$ cat src/jkve_pkg.sv
package jkve_pkg;

  // Window and text geometry
  localparam int WINDOW_DEPTH = 10;
  localparam int KEY_TOTAL    = 3;
  localparam int TEXT_SLOTS   = 7;
  localparam int BYTE_W       = 8;
  localparam int TEXT_W       = TEXT_SLOTS * BYTE_W;
  localparam int LEN_W        = 3;
  localparam int IDX_W        = 2;
  localparam int LEFT_W       = 2;

  // Defaults for the top-level parameters
  localparam int VALUE_CHARS_DEF = 7;
  localparam int FIELD_COUNT_DEF = 3;

  localparam logic [LEFT_W-1:0] FIELDS_RESET = 2'd3;

  // Characters with a meaning inside a capture
  localparam logic [BYTE_W-1:0] CHAR_COMMA = 8'h2C;
  localparam logic [BYTE_W-1:0] CHAR_BRACE = 8'h7D;
  localparam logic [BYTE_W-1:0] CHAR_COLON = 8'h3A;
  localparam logic [BYTE_W-1:0] CHAR_QUOTE = 8'h22;

  typedef logic [BYTE_W-1:0] key_row_t [WINDOW_DEPTH];

  // Keys right-aligned in the window; index 9 is the newest byte
  localparam key_row_t KEY_TEXT [KEY_TOTAL] = '{
    '{8'h00, 8'h00, 8'h00, 8'h00, CHAR_QUOTE, "t", "e", "m", "p", CHAR_QUOTE},
    '{CHAR_QUOTE, "p", "r", "e", "s", "s", "u", "r", "e", CHAR_QUOTE},
    '{CHAR_QUOTE, "h", "u", "m", "i", "d", "i", "t", "y", CHAR_QUOTE}
  };

  // Window positions that take part in each key compare
  localparam logic [WINDOW_DEPTH-1:0] KEY_CARE [KEY_TOTAL] = '{
    10'b11_1111_0000,
    10'b11_1111_1111,
    10'b11_1111_1111
  };

  typedef struct packed {
    logic [IDX_W-1:0]  field_index;
    logic [TEXT_W-1:0] value_text;
    logic [LEN_W-1:0]  value_length;
    logic              truncated;
    logic              all_found;
  } result_t;

  typedef struct packed {
    logic    emit;
    logic    stopped;
    result_t res;
  } cap_status_t;

endpackage

$ cat src/jkve_byte_cell.sv
module jkve_byte_cell #(
  parameter int POS = 0
) (
  input  logic                          clk,
  input  logic                          rst,
  input  logic                          shift,
  input  logic [jkve_pkg::BYTE_W-1:0]   din,
  output logic [jkve_pkg::BYTE_W-1:0]   q,
  output logic [jkve_pkg::KEY_TOTAL-1:0] hit
);

  // Compare the byte arriving in this slot against each key's character
  always_comb begin
    for (int k = 0; k < jkve_pkg::KEY_TOTAL; k++) begin
      hit[k] = !jkve_pkg::KEY_CARE[k][POS] || (din == jkve_pkg::KEY_TEXT[k][POS]);
    end
  end

  // Hold the byte; take din (the neighbour's byte, or the new byte in the last cell) on each shift
  always_ff @(posedge clk) begin
    if (rst) begin
      q <= '0;
    end else if (shift) begin
      q <= din;
    end
  end

endmodule

$ cat src/jkve_capture.sv
module jkve_capture #(
  parameter int VALUE_CHARS = jkve_pkg::VALUE_CHARS_DEF,
  parameter int FIELD_COUNT = jkve_pkg::FIELD_COUNT_DEF
) (
  input  logic                           clk,
  input  logic                           rst,
  input  logic                           cfg_wr_en,
  input  logic [jkve_pkg::LEFT_W-1:0]    cfg_wr_data,
  input  logic                           step,
  input  logic [jkve_pkg::BYTE_W-1:0]    rx_byte,
  input  logic [jkve_pkg::KEY_TOTAL-1:0] key_match,
  output jkve_pkg::cap_status_t          status
);

  localparam int CAP_INT = (VALUE_CHARS < jkve_pkg::TEXT_SLOTS) ?
                           VALUE_CHARS : jkve_pkg::TEXT_SLOTS;
  localparam logic [jkve_pkg::LEN_W-1:0] CAP = jkve_pkg::LEN_W'(CAP_INT);

  logic                          active, active_next;
  logic [jkve_pkg::IDX_W-1:0]    idx, idx_next;
  logic [jkve_pkg::TEXT_W-1:0]   text, text_next;
  logic [jkve_pkg::LEN_W-1:0]    cnt, cnt_next;
  logic                          ovf, ovf_next;
  logic [jkve_pkg::LEFT_W-1:0]   left, left_next;

  logic                          any_match;
  logic [jkve_pkg::IDX_W-1:0]    match_idx;
  logic                          term;
  logic                          keep;
  logic                          emit;

  // Pick the watched key that matched; the last one in order wins
  always_comb begin
    any_match = 1'b0;
    match_idx = '0;
    for (int f = 0; f < jkve_pkg::KEY_TOTAL; f++) begin
      if (f < FIELD_COUNT && key_match[f]) begin
        any_match = 1'b1;
        match_idx = jkve_pkg::IDX_W'(f);
      end
    end
  end

  assign term = (rx_byte == jkve_pkg::CHAR_COMMA) || (rx_byte == jkve_pkg::CHAR_BRACE);
  assign keep = (rx_byte != jkve_pkg::CHAR_COLON) && (rx_byte != jkve_pkg::CHAR_QUOTE);

  // Load the field count on a config write; else open, fill and close the single live capture
  always_comb begin
    active_next = active;
    idx_next    = idx;
    text_next   = text;
    cnt_next    = cnt;
    ovf_next    = ovf;
    left_next   = left;
    emit        = 1'b0;
    if (cfg_wr_en) begin
      left_next = cfg_wr_data;
    end else if (step && left != '0) begin
      if (any_match) begin
        active_next = 1'b1;
        idx_next    = match_idx;
        text_next   = '0;
        cnt_next    = '0;
        ovf_next    = 1'b0;
      end else if (active) begin
        if (term) begin
          emit        = 1'b1;
          active_next = 1'b0;
          left_next   = left - 1'b1;
        end else if (keep) begin
          if (cnt < CAP) begin
            text_next[{cnt, 3'b000} +: jkve_pkg::BYTE_W] = rx_byte;
            cnt_next = cnt + 1'b1;
          end else begin
            ovf_next = 1'b1;
          end
        end
      end
    end
  end

  assign status.emit             = emit;
  assign status.stopped          = (left == '0);
  assign status.res.field_index  = idx;
  assign status.res.value_text   = text;
  assign status.res.value_length = cnt;
  assign status.res.truncated    = ovf;
  assign status.res.all_found    = (left == jkve_pkg::LEFT_W'(1));

  // Control state
  always_ff @(posedge clk) begin
    if (rst) begin
      active <= 1'b0;
      left   <= jkve_pkg::FIELDS_RESET;
      cnt    <= '0;
      ovf    <= 1'b0;
      text   <= '0;
      idx    <= '0;
    end else begin
      active <= active_next;
      left   <= left_next;
      cnt    <= cnt_next;
      ovf    <= ovf_next;
      text   <= text_next;
      idx    <= idx_next;
    end
  end

endmodule

$ cat src/json_key_value_extractor.sv
// Picks the values of the quoted keys "temp", "pressure" and "humidity" out of
// a byte stream of JSON text. One byte enters per cycle on the slave side and
// is accepted whenever the output register is empty or being drained, so the
// sustained rate is one byte per clock unless the master side stalls; the key
// compare on the ten-cell window's inputs is combinational. A result word is
// registered from the comma or closing brace that ends a value and appears in
// the cycle after it: tdata carries the text (first character in the lowest
// byte) and its length, tuser the field index and a truncation flag, and tlast
// marks the completion that reaches the configured field count. Then bytes
// are still accepted but dropped until reset or a new write of the field count.
module json_key_value_extractor #(
  parameter int VALUE_CHARS = jkve_pkg::VALUE_CHARS_DEF,
  parameter int FIELD_COUNT = jkve_pkg::FIELD_COUNT_DEF
) (
  input  logic        clk,
  input  logic        rst,
  input  logic        cfg_wr_en,
  input  logic [1:0]  cfg_wr_data,     // fields_to_find
  input  logic        s_axis_tvalid,
  output logic        s_axis_tready,
  input  logic [7:0]  s_axis_tdata,    // [7:0] rx_byte
  output logic        m_axis_tvalid,
  input  logic        m_axis_tready,
  output logic [63:0] m_axis_tdata,    // [55:0] value_text, [58:56] value_length, rest zero
  output logic [2:0]  m_axis_tuser,    // [1:0] field_index, [2] truncated
  output logic        m_axis_tlast     // all_found
);

  logic                          step;
  logic                          shift;
  logic [jkve_pkg::BYTE_W-1:0]   win_q   [jkve_pkg::WINDOW_DEPTH];
  logic [jkve_pkg::BYTE_W-1:0]   win_d   [jkve_pkg::WINDOW_DEPTH];
  logic [jkve_pkg::KEY_TOTAL-1:0] win_hit [jkve_pkg::WINDOW_DEPTH];
  logic [jkve_pkg::KEY_TOTAL-1:0] key_match;
  jkve_pkg::cap_status_t         status;
  jkve_pkg::result_t             out_res;
  logic                          out_valid;

  assign s_axis_tready = !out_valid || m_axis_tready;
  assign step          = s_axis_tvalid && s_axis_tready;
  assign shift         = step && !status.stopped;

  // Byte window: newest byte enters the last cell, older ones move down
  for (genvar i = 0; i < jkve_pkg::WINDOW_DEPTH; i++) begin : g_cell
    if (i == jkve_pkg::WINDOW_DEPTH - 1) begin : g_head
      assign win_d[i] = s_axis_tdata;
    end else begin : g_body
      assign win_d[i] = win_q[i+1];
    end
    jkve_byte_cell #(.POS(i)) u_cell (
      .clk   (clk),
      .rst   (rst),
      .shift (shift),
      .din   (win_d[i]),
      .q     (win_q[i]),
      .hit   (win_hit[i])
    );
  end

  // A key matches when every cell agrees
  always_comb begin
    key_match = '1;
    for (int i = 0; i < jkve_pkg::WINDOW_DEPTH; i++) begin
      key_match = key_match & win_hit[i];
    end
  end

  jkve_capture #(
    .VALUE_CHARS (VALUE_CHARS),
    .FIELD_COUNT (FIELD_COUNT)
  ) u_capture (
    .clk         (clk),
    .rst         (rst),
    .cfg_wr_en   (cfg_wr_en),
    .cfg_wr_data (cfg_wr_data),
    .step        (step),
    .rx_byte     (s_axis_tdata),
    .key_match   (key_match),
    .status      (status)
  );

  // Output register: load on a completion, drop once taken
  always_ff @(posedge clk) begin
    if (rst) begin
      out_valid <= 1'b0;
    end else if (step && status.emit) begin
      out_valid <= 1'b1;
    end else if (m_axis_tready) begin
      out_valid <= 1'b0;
    end
  end

  always_ff @(posedge clk) begin
    if (step && status.emit) begin
      out_res <= status.res;
    end
  end

  assign m_axis_tvalid = out_valid;
  assign m_axis_tdata  = {5'b0, out_res.value_length, out_res.value_text};
  assign m_axis_tuser  = {out_res.truncated, out_res.field_index};
  assign m_axis_tlast  = out_res.all_found;

endmodule

$ cat config.mk
export PLATFORM = sky130hd
export DESIGN_NAME = json_key_value_extractor
export DESIGN_NICKNAME = d
export VERILOG_FILES = /design/src/jkve_pkg.sv /design/src/jkve_byte_cell.sv /design/src/jkve_capture.sv /design/src/json_key_value_extractor.sv
export SDC_FILE = /design/constraint.sdc
export NUM_CORES = 1
export LEC_CHECK = 0
export BUFFER_PORTS_ARGS = -buffer_cell sky130_fd_sc_hd__buf_4
export CAP_MARGIN = 5
export CORE_MARGIN = 8
export CORE_UTILIZATION = 52
export DETAILED_ROUTE_END_ITERATION = 16
export PLACE_DENSITY = 0.79
export SLEW_MARGIN = 20
export SYNTH_ARGS = -nofsm -noshare
export SYNTH_HDL_FRONTEND = slang
export SYNTH_SLANG_ARGS = --single-unit
$ cat constraint.sdc
create_clock -name clk -period 3.3 [get_ports clk]
set_clock_uncertainty 0.05 [all_clocks]
set_input_delay 0.495 -clock clk [delete_from_list [all_inputs] [get_ports clk]]
set_output_delay 0.495 -clock clk [all_outputs]
set_load 0.01 [all_outputs]
# [Word level (Yosys, flattened, before mapping)]
# Cells that the tools add are included.
[word_totals] reg_bits=201 inputBits=15 word_cells=127
[op_classes] add_sub_neg=3 n_lt_le_gt_ge=1 eq_ne=31 shifts=2 mux=36 bitwise=10 reduce_logical=23
[op_table] op="$mux 56" n=5
[op_table] op="$eq 8x7->1 const B" n=21
[op_table] op="$bwmux 56" n=1
[op_table] op="$shift 8x8->56 const A" n=1
[op_table] op="$shiftx 8x8->56" n=1
[op_table] op="$eq 8x6->1 const B" n=4
[op_table] op="$and 3x3->3" n=9
[op_table] op="$mux 1" n=19
[op_table] op="$ne 8x6->1 const B" n=2
[op_table] op="$reduce_bool 2->1" n=8
[op_table] op="$mux 3" n=5
[op_table] op="$mux 2" n=6
[op_table] op="$reduce_and 6->1" n=2
[op_table] op="$neg 6->8" n=1
[op_table] op="$logic_and 1x1->1" n=5
[op_table] op="$ne 2x1->1 const B" n=2
[op_table] op="$reduce_and 4->1" n=1
[op_table] op="$add 3x1->3 const B" n=1
[op_table] op="$lt 3x3->1 const B" n=1
[op_table] op="$reduce_and 3->1" n=1
[op_table] op="$eq 2x1->1 const B" n=1
[op_table] op="$logic_not 1->1" n=2
[op_table] op="$logic_not 2->1" n=1
[op_table] op="$logic_or 1x1->1" n=2
[op_table] op="other kinds (4)" n=4

# [Logic depth before layout (Yosys ltp)]
[logic_depth] ltp_word=18 mapped_depth=10 ltp_nobuf=9

# [By module]
# From an unflattened synthesis, not the netlist that was laid out.
[hier_totals] hier_cells=667 area_unflattened_um2=8140.3
[by_module_without_submodules] module="jkve_capture" n_inst=1 cells_per_inst=249 area_each_um2=2721.4 seq_area_each_um2=1301.2
[by_module_without_submodules] module="json_key_value_extractor" n_inst=1 cells_per_inst=88 area_each_um2=2075.7 seq_area_each_um2=1911.8
[by_module_without_submodules] module="jkve_byte_cell at g_cell[1].u_cell" n_inst=1 cells_per_inst=33 area_each_um2=346.6 seq_area_each_um2=160.2
[by_module_without_submodules] module="jkve_byte_cell at g_cell[7].u_cell" n_inst=1 cells_per_inst=34 area_each_um2=344.1 seq_area_each_um2=160.2
[by_module_without_submodules] module="jkve_byte_cell at g_cell[8].u_cell" n_inst=1 cells_per_inst=33 area_each_um2=340.3 seq_area_each_um2=160.2
[by_module_without_submodules] module="jkve_byte_cell at g_cell[4].u_cell" n_inst=1 cells_per_inst=34 area_each_um2=339.1 seq_area_each_um2=160.2
[by_module_without_submodules] module="jkve_byte_cell at g_cell[3].u_cell" n_inst=1 cells_per_inst=33 area_each_um2=337.8 seq_area_each_um2=160.2
[by_module_without_submodules] module="jkve_byte_cell at g_cell[2].u_cell" n_inst=1 cells_per_inst=34 area_each_um2=335.3 seq_area_each_um2=160.2
[by_module_without_submodules] module="jkve_byte_cell at g_cell[6].u_cell" n_inst=1 cells_per_inst=33 area_each_um2=330.3 seq_area_each_um2=160.2
[by_module_without_submodules] module="jkve_byte_cell at g_cell[5].u_cell" n_inst=1 cells_per_inst=33 area_each_um2=327.8 seq_area_each_um2=160.2
[by_module_without_submodules] module="jkve_byte_cell at g_cell[0].u_cell" n_inst=1 cells_per_inst=32 area_each_um2=322.8 seq_area_each_um2=160.2
[by_module_without_submodules] module="jkve_byte_cell at g_cell[9].u_cell" n_inst=1 cells_per_inst=31 area_each_um2=319.1 seq_area_each_um2=160.2

# [Least setup slack after synthesis]
# OpenSTA, ideal clock, no wires.
[synth_timing] path_kind="input to register" startpoint="input s_axis_tdata[0]" endpoint="register out_res, in the netlist m_axis_tdata[0] (enable)" setup_ps=417 t_arrival_ps=2942 required_time_ps=2833 slack_ps=-109 stages=5 path_buffers=0 cell_sequence="or3_1 a2111oi_2 nor2b_1 nand2_1 inv_1"
[synth_between] elab_chain_len=9 elab_cells_between_ends=14 classes_between="eq/ne: 3; mux: 8; bitwise: 1; reduce/logical: 2"
[synth_lines] element="from (decl)" line_no="json_key_value_extractor.sv:21" rtl="input logic [7:0] s_axis_tdata,"
[synth_lines] element="$eq 8x6->1" line_no="jkve_byte_cell.sv:15" rtl="hit[k] = !jkve_pkg::KEY_CARE[k][POS] || (din == jkve_pkg::KEY_TEXT[k][POS]);"
[synth_lines] element="$and 3x3->3" line_no="json_key_value_extractor.sv:64" rtl="key_match = key_match & win_hit[i];"
[synth_lines] element="$mux 1 (3 in a row)" line_no="jkve_capture.sv:37" rtl="if (f < FIELD_COUNT && key_match[f]) begin"
[synth_lines] element="$mux 1 *" line_no="jkve_capture.sv:59" rtl="if (any_match) begin"
[synth_lines] element="$mux 1 *" line_no="jkve_capture.sv:58" rtl="end else if (step && left != '0) begin"
[synth_lines] element="$mux 1 *" line_no="jkve_capture.sv:56" rtl="if (cfg_wr_en) begin"
[synth_lines] element="$logic_and 1x1->1 *" line_no="json_key_value_extractor.sv:94" rtl="if (step && status.emit) begin"
[synth_lines] element="to (signal assigned)" line_no="json_key_value_extractor.sv:95" rtl="out_res <= status.res;"
[synth_lines] element="to (decl)" line_no="json_key_value_extractor.sv:36" rtl="jkve_pkg::result_t out_res;"
# Mark *: on every way between the ends. The rest lies on a longest branch, timed or not.
# A chain may end at the register's enable or synchronous reset.

# [Worst setup path after layout]
[layout_timing] startpoint="register g_cell[9].u_cell.q[0] in the netlist's numbering" endpoint="register u_capture.text[11] in the netlist's numbering"
[layout_between] elab_chain_len=8 elab_cells_between_ends=14 classes_between="eq/ne: 4; mux: 4; bitwise: 2; reduce/logical: 4"
[layout_lines] element="from (decl)" line_no="jkve_byte_cell.sv:8" rtl="output logic [jkve_pkg::BYTE_W-1:0] q,"
[layout_lines] element="from (signal assigned)" line_no="jkve_byte_cell.sv:24" rtl="q <= din;"
[layout_lines] element="$eq 8x7->1" line_no="jkve_byte_cell.sv:15"
[layout_lines] element="$and 3x3->3 * (2 in a row)" line_no="json_key_value_extractor.sv:64"
[layout_lines] element="$mux 1 (2 in a row)" line_no="jkve_capture.sv:37"
[layout_lines] element="$mux 1 *" line_no="jkve_capture.sv:37"
[layout_lines] element="$ne 2x1->1 (no source line) / $reduce_bool 2->1 (equally long branches)"
[layout_lines] element="$reduce_and 6->1 (no source line)"
[layout_lines] element="to (signal assigned)" line_no="jkve_capture.sv:104" rtl="text <= text_next;"
[layout_lines] element="to (decl)" line_no="jkve_capture.sv:21" rtl="logic [jkve_pkg::TEXT_W-1:0] text, text_next;"
# Marks and branches as above.

==> impl_metrics.json <==
{
  "cts-buffers-inserted": 21,
  "drc": 0,
  "grt_max_degree": 84,
  "ys.flop_type": "dfxtp_1",
  "synth_warnings": 0,
  "synth_area_per_cell_um2": 10.2,
  "port_buffers": 79,
  "status": "completed",
  "holdPathStages": 2,
  "post_cts_resized": 0,
  "yosysUniqueCellTypes": 61,
  "critPathLaunchType": "flop",
  "grt_pass1_wl_um": 27600,
  "power_frac_seq": 0.508,
  "synth_area_um2": 7640,
  "multi_input_area_um2": 2680,
  "required_ns": 3.62,
  "worst_path_max_delay_cell": "or4_4",
  "postCtsSetupRepairBufs": 0,
  "area_growth_pct": 18.0,
  "antenna_cells": 0,
  "drv_slew": 0,
  "period_share": 0.894,
  "cts.htree.levels": 1,
  "vias": 5692,
  "final-seq-area_um2": 4650,
  "gp_congestion": 0.817,
  "max_slew_margin": 0.450,
  "routed_wl_um": 17200,
  "wire_per_inst_um": 16.9,
  "fmax_mhz": 339,
  "critical_path.max_fanout": 6,
  "die_w_um": 137,
  "holdBufCountCts": 0,
  "cts_sinks": 201,
  "cp.buffers_inverters": 0,
  "rsz0062_at_grt": "false",
  "p_clk_frac": 0.464,
  "swShare": 0.206,
  "postRouteAntennaNets": 0,
  "cp_top_family": "simple AND/OR/NAND/NOR gates",
  "io_pins": 85,
  "nFillCells": 1177,
  "setup_viol": 0,
  "p_int_mw": 4.00,
  "max_stage_delay_ns": 0.52,
  "drt-pass1-iter-count": 5,
  "layout-drive-gt1-share": 0.166,
  "reg2reg_depth": 7,
  "p_leak_nw": 3.31,
  "dieArea_um2": 18800,
  "synth-edff-count": 63,
  "place_hpwl_um": 11400,
  "hold_violations": 0,
  "via_per_inst": 5.62,
  "power_switching_mw": 1.04,
  "cts_root_buf": "clkbuf_16",
  "syn_inst": 748,
  "row_count": 44,
  "grt_pass1_vias": 5484,
  "path_clk_slew_ns": 0.06,
  "p_comb_frac": 0.028,
  "fin_nets": 835,
  "grt_usage": 0.180,
  "ys_seq_area_frac": 0.609,
  "tns_ns": 0,
  "worstMarginPinSlew_ns": 0.824,
  "max-cap-violations": 0,
  "hp-class": "in2reg",
  "core_um2": 14400,
  "peakVddDrop_v": 0.000360,
  "antenna_found_initial": 0,
  "path_class": "reg2reg",
  "gr-total-overflow": 0,
  "path_cells": "or4b_1, or4_4, nor4_1, o21ai_1, a21oi_2, nor3b_1, a22o_1",
  "ys_async_sr_fraction": 0,
  "p_total_mw": 5.04,
  "end_kind": "flop",
  "start_util": 0.530,
  "dp_worst_setup_slack_ns": 0.220,
  "crit_cells": 7,
  "timing.final.ws_setup_ns": 0.350,
  "clock_latency_ns": 0.48,
  "p_per_area_nw_per_um2": 558,
  "drt_iter0_markers": 419,
  "synth_seq_cells": 201,
  "layout_min_cycle_time_ns": 2.95,
  "die_y_um": 137,
  "worstPathArrival_ns": 3.27,
  "clockBufferDepth": 3,
  "cts_tree": "yes"
}
## cell usage in the layout (no fill, tap or decap), types with 3 or more instances in the layout
cell type	Yosys	routed
nor3b_1	7	7
bufinv_16	0	3
nand2_1	164	164
nor4_1	7	7
nand3_1	49	49
nor2_1	16	16
nand3b_1	5	5
nor3_1	4	4
ha_1	5	5
o21ai_0	3	3
nor4bb_1	6	6
nor4b_1	5	5
a21oi_1	104	104
clkbuf_16	0	21
edfxtp_1	63	63
buf_4	7	89
clkbuf_1	36	7
dfxtp_1	138	138
and3_1	4	4
nand2b_1	11	11
o2bb2ai_1	10	10
nand4b_1	5	5
inv_1	21	20
conb_1	1	5
a22o_1	13	13
nand4_1	8	8
clkinvlp_4	0	3
clkinv_2	0	3
and4b_1	3	3
o32ai_1	6	6
## cell type report
type	count	share of cell area
clock buffers	28	0.0612
clock inverters	9	0.0143
inverters	21	0.00916
multi-input cells	480	0.297
flip-flops and latches	201	0.516
well taps	184	0.0255
repair buffers	90	0.0763
## sequential cells by signal, indices dropped and copies added (netlist names)
register          flops
m_axis_tuser          3
m_axis_tdata         59
m_axis_tlast          1
u_capture.left        2
m_axis_tvalid         1
u_capture.ovf         1
g_cell.u_cell.q      72
u_capture.text       56
u_capture.idx         2
u_capture.active      1
u_capture.cnt         3
## path summary, 6_finish.rpt
kind | start | end | slack, ns
setup / recovery | g_cell[9].u_cell.q[0] | u_capture.text[11] | 0.35
setup reg to reg | g_cell[9].u_cell.q[0] | u_capture.text[11] | 0.35
hold reg to reg | u_capture.text[28] | m_axis_tdata[28] | 0.38
hold / removal | cfg_wr_data[1] | u_capture.left[1] | 0.17
## cell usage after synthesis (all sizes together) (2+ instances only)
master | number | area, um2
clkbuf | 36 | 135
edfxtp | 63 | 1890
nor3 | 5 | 30.0
a21oi | 105 | 529
nand2b | 11 | 68.8
nand3b | 5 | 37.5
or3 | 2 | 12.5
nor4b | 5 | 43.8
nand4b | 6 | 58.8
and3b | 3 | 26.3
nor4bb | 6 | 60.1
nor3b | 8 | 65.1
and4b | 3 | 30.0
ha | 5 | 62.6
o21ai | 5 | 28.8
a22o | 13 | 114
or4 | 2 | 18.8
nand2 | 164 | 616
nor2 | 16 | 60.1
nor2b | 2 | 12.5
and3 | 4 | 25.0
a41oi | 2 | 17.5
inv | 21 | 78.8
nand4 | 8 | 50.1
or4bb | 2 | 22.5
dfxtp | 138 | 2760
nor4 | 10 | 90.1
o32ai | 6 | 52.6
buf | 14 | 106
or4b | 2 | 23.8
nand3 | 50 | 255
o2bb2ai | 10 | 87.6
## routing by layer
layer,vias up,share of wire,track usage
li1,2779,-,-
met1,2703,0.41,0.216
met2,177,0.49,0.318
met3,33,0.071,0.0336
met4,0,0.023,0.0604
met5,-,0,0
## cells by family after synthesis
| family | count (synthesis) | share of synthesized area |
|---|---|---|
| simple gates | 317 | 0.214 |
| flops | 201 | 0.609 |
| compound gates | 152 | 0.125 |
| buf+inv | 71 | 0.0419 |
| fa+ha+maj | 5 | 0.00819 |
| xor+xnor | 1 | 0.00115 |
| other cells | 1 | 0.000491 |
## power by group through the flow
stage	combinational, mW	sequential [mW]	clock [mW]
finish	0.142	2.56	2.33
global route	0.157	2.56	2.46
global placement	0.139	2.61	0
floorplan	0.104	2.61	0
detailed placement	0.141	2.61	0
CTS	0.141	2.56	2.37
## metrics by stage
stage / cells / utilization / hold slack, ns / area, um2
final: 1013 / 0.625 / 0.174 / 9020
after global routing: 1013 / 0.625 / 0.162 / 9020
after CTS: 1013 / 0.625 / 0.161 / 9020
after detailed placement: 976 / 0.578 / 0.365 / 8340
after global placement: 976 / 0.578 / 0.365 / 8340
after floorplan: 752 / - / 0.352 / 7660
## worst register-to-register path, cell delays in order (launching register included)
cell and delay (ns):
dfxtp_1 0.43, or4b_1 0.46, or4_4 0.52, nor4_1 0.36, o21ai_1 0.18, a21oi_2 0.33
nor3b_1 0.20, a22o_1 0.31
(Power assumes the default switching activity.)
